===== config.mk =====
export PLATFORM = sky130hd
export DESIGN_NAME = msd_front
export DESIGN_NICKNAME = d
export VERILOG_FILES = /design/src/rtl/msd_pkg.sv /design/src/rtl/msd_front.sv
export SDC_FILE = /design/constraint.sdc
export NUM_CORES = 1
export LEC_CHECK = 0
export ABC_AREA = 1
export BUFFER_PORTS_ARGS = -buffer_cell sky130_fd_sc_hd__buf_4
export CORE_MARGIN = 2
export CORE_UTILIZATION = 35
export CTS_CLUSTER_DIAMETER = 50
export CTS_CLUSTER_SIZE = 28
export DETAILED_ROUTE_END_ITERATION = 6
export PLACE_DENSITY = 0.58
export SYNTH_ARGS = -nofsm -noshare
export SYNTH_HDL_FRONTEND = slang
export SYNTH_SLANG_ARGS = --single-unit

===== constraint.sdc =====
create_clock -name clk_i -period 4.33 [get_ports clk_i]
set_input_delay 0.866 -clock clk_i [delete_from_list [all_inputs] [get_ports clk_i]]
set_output_delay 0.866 -clock clk_i [all_outputs]
set_load 0.005 [all_outputs]

===== src/rtl/msd_pkg.sv =====
// package for the date merge sorter: record type, queue entry and tally limits
// no dependencies
package msd_pkg;

  localparam int unsigned KeyW   = 32;
  localparam int unsigned IdW    = 16;
  localparam int unsigned TallyW = 9;
  localparam logic [TallyW-1:0] TallyMax = '1;

  typedef struct packed {
    logic [KeyW-1:0] key;
    logic [IdW-1:0]  id;
  } rec_t;

  // entry handed from the load front to the sort back
  typedef struct packed {
    rec_t rec;
    logic last;
  } item_t;

  function automatic logic [TallyW-1:0] sat_inc(input logic [TallyW-1:0] v);
    sat_inc = (v == TallyMax) ? v : v + TallyW'(1);
  endfunction

endpackage


===== src/rtl/msd_front.sv =====
// load front: accepts records and queues them for the sort engine
// depends on msd_pkg
module msd_front
  import msd_pkg::*;
#(
  parameter int unsigned Depth = 4
) (
  input  logic  clk_i,
  input  logic  rst_ni,
  input  logic  start_i,
  input  item_t item_i,
  output logic  busy_o,
  input  logic  pop_i,
  output logic  avail_o,
  output item_t head_o
);

  localparam int unsigned PtrW = $clog2(Depth);

  item_t           fifo_q [Depth];
  logic [PtrW-1:0] wr_q, rd_q;
  logic [PtrW:0]   cnt_q;
  // stop taking items once a set end is queued until the back drains it
  logic            hold_q;

  logic push;
  assign push    = start_i && !busy_o;
  assign busy_o  = (cnt_q == (PtrW+1)'(Depth)) || hold_q;
  assign avail_o = cnt_q != '0;
  assign head_o  = fifo_q[rd_q];

  // queue storage
  always_ff @(posedge clk_i) begin
    if (push) fifo_q[wr_q] <= item_i;
  end

  // queue pointers
  always_ff @(posedge clk_i or negedge rst_ni) begin
    if (!rst_ni) begin
      wr_q   <= '0;
      rd_q   <= '0;
      cnt_q  <= '0;
      hold_q <= 1'b0;
    end else begin
      if (push) wr_q <= (wr_q == PtrW'(Depth-1)) ? '0 : wr_q + PtrW'(1);
      if (pop_i) rd_q <= (rd_q == PtrW'(Depth-1)) ? '0 : rd_q + PtrW'(1);
      cnt_q <= cnt_q + (PtrW+1)'(push) - (PtrW+1)'(pop_i);
      if (push && item_i.last) hold_q <= 1'b1;
      else if (pop_i && head_o.last) hold_q <= 1'b0;
    end
  end

endmodule


==> impl_metrics.ini <==
[timing]
fin_skew_ps = 9.267
worstMarginPinSlew_ps = 946.6
whs_ps = 183.2
max_freq_ghz = 0.2932
setup_viol = 0
rsz0062_at_grt = no
setup_tns_ps = 0
min_period_over_period_pct = 78.76
slew-limit-headroom_pct = 36.80
hold_violations = 0
period_minus_slack_ps = 3410
slew_violations = 0

[yosys]
synthTopCellsByArea = edfxtp_1 (76%), o21ai_0 (6.3%), nor2_1 (4.9%)
syn_avg_cell_area_um2 = 14.62
ys_seq_elements = 204
ys_types = 22
synth_commonest_cells = edfxtp_1 (196), nor2_1 (101), o21ai_0 (97)
ys_warn_count = 0
seq_area_frac_synth_pct = 78.71
syn-num-nets = 590
synthArstFlopShare_pct = 3.922
syn_area_um2 = 7732
yosysTopAreaCellShare_pct = 76.12
synth-main-ff-cell = edfxtp_1
synth_top_area_cell = edfxtp_1
synthCells = 529
yosys.cell_count.top_type = edfxtp_1
synth-edff-count = 196

[critical_path]
worstPathCellList = buf_4 > o21ai_0 > o22ai_1 > buf_4
worstSetupPathType = reg -> out
critPathRequiredTime_ps = 3460
arrival_ps = 2540
critPathLaunchType = flop
r2r-end = fifo_q[0][9]$_DFFE_PP_
end_kind = output port
crit_top_cell = buf_4
crit_path_max_fanout = 54
slowest_delay_ps = 750
reg2reg_slack_ps = 2010
worst_path_max_delay_cell = dfrtp_4
worstRegToRegCells = 5
rr_startpoint = cnt_q[1]$_DFF_PN0_

[layout]
finalNonFillerCells = 930
drive_gt1_share_pct = 24.65
syn_to_final_growth_pct = 23.16
fin_nets = 695
fillCellCount = 2008
utilization_pct = 43.77

[cts]
cts_tree = yes
htree_num_levels = 1
cts.clk_slew.worst_paths_ps = 60
post-cts-setup-buffers = 0
cts_resized = 0
clock_path_buffers = 3
cts_num_sinks = 204
cts-buffers-inserted = 22
clkLatencyLatePin_ps = 500
holdBufCountCts = 0
clockRootBuffer = clkbuf_16

[grt]
overflow = 0
grt_pass1_wl_um = 26430
track_usage_pct = 14.35
grt_start_max_net_pins = 100
antenna_found_initial = 1
grt_pass1_vias = 4936

[power_and_ir_drop]
ir_worst_vdd_mv = 0.2897
leakagePower_nw = 3.335
power.density_nw_per_um2 = 673.1
p_total_mw = 6.410

[routing]
first_pass_iters = 4
drc = 0
via_per_inst = 5.016
ant_nets = 0
drt_iter0_drc = 238
num_vias = 4665
wl_per_cell_um = 18.38
wl_um = 17090

[hold_path]
hp-class = in -> async

[floorplanning]
io_pins = 104
die_x_um = 152.6
rows = 54
core_um2 = 21760
fp.dieH_um = 152.6
dieArea_um2 = 23300
start_util_pct = 35.54

[status]
status = complete, no violations

[run]
cap_violations = 0

[placement]
placedCellCount = 890
hpwlAfterDp_um = 9778
gp_congestion = 0.6841
portBuffers = 103
==> cell families (layout without fill, tap and decap cells) <==
group / after synthesis / after routing / share of synthesized area [%]
AO/OA/AOI/OAI: 148 / 148 / 10.36
AND/OR/NAND/NOR: 121 / 121 / 6.197
buffers and inverters: 46 / 166 / 3.123
other: 0 / 1 / 0
flip-flops: 204 / 204 / 78.71
adder cells (fa/ha/maj): 8 / 8 / 1.392
XOR/XNOR: 2 / 2 / 0.2266
==> power breakdown <==
group | switching [mW] | internal [mW] | total (mW)
logic | 1.13 | 0.749 | 1.88
registers | 0.133 | 2.52 | 2.65
clock network | 0.796 | 1.09 | 1.88
total | 2.06 | 4.35 | 6.41
==> cell usage in the layout (no fill, tap or decap), drive strengths merged <==
cell type,Yosys,routed
buf,15,112
clkinv,0,6
o21ai,100,100
diode,0,1
o22ai,48,48
xnor2,2,2
nand3b,1,1
fa,1,1
ha,7,7
clkbuf,16,22
edfxtp,196,196
nand4,1,1
dfrtp,8,8
inv,15,23
bufinv,0,2
nand3,5,5
and2,1,1
nor2,101,101
clkinvlp,0,1
nand2,12,12
==> cell type report <==
type / count / area (µm²) / share of cell area (%)
clock buffer: 22 / 550.5 / 5.781
clock inverter: 17 / 191.4 / 2.010
antenna: 1 / 2.502 / 0.02628
timing repair buffer: 112 / 840.8 / 8.829
inverter: 15 / 61.31 / 0.6438
tap: 280 / 350.3 / 3.679
multi-input combinational: 279 / 1435 / 15.07
sequential: 204 / 6091 / 63.96
==> worst max-delay path: cells and delay by family (launching register included) <==
family,cells,cell delay (ps)
AO/OA/AOI/OAI,2,520
buffers and inverters,2,730
flip-flops,1,750
==> metal layers <==
metal	wire length, µm	up-vias	track usage (%)
li1	-	2184	-
met1	7335	2329	18.40
met2	8259	118	23.70
met3	1006	34	3.925
met4	489	0	4.806
met5	0	-	0
==> metrics by stage <==
| step | setup slack [ps] | cell area (µm²) |
|---|---|---|
| 2_1_floorplan | 782.9 | 7732 |
| 3_3_place_gp | 1510 | 8778 |
| 3_5_place_dp | 1468 | 8778 |
| 4_1_cts | 932.0 | 9520 |
| 5_1_grt | 759.5 | 9523 |
| 6_report | 919.9 | 9523 |
==> worst max-delay path by stage <==
stage | from | end | slack (ps)
after detailed placement | rd_q[0]$_DFFE_PN0P_ | head_o[20] | 1470
after floorplan | start_i | fifo_q[0][0]$_DFFE_PP_ | 780
final | rd_q[0]$_DFFE_PN0P_ | head_o[20] | 920
after CTS | rd_q[0]$_DFFE_PN0P_ | head_o[20] | 930
after global routing | rd_q[0]$_DFFE_PN0P_ | head_o[20] | 760
after global placement | rd_q[0]$_DFFE_PN0P_ | head_o[20] | 1510
==> flip-flops by register name, summed over array words and instances (netlist names) <==
register / flops
rd_q: 2
cnt_q: 3
fifo_q: 196
hold_q: 1
wr_q: 2
Power figures use the tool's default switching activity.
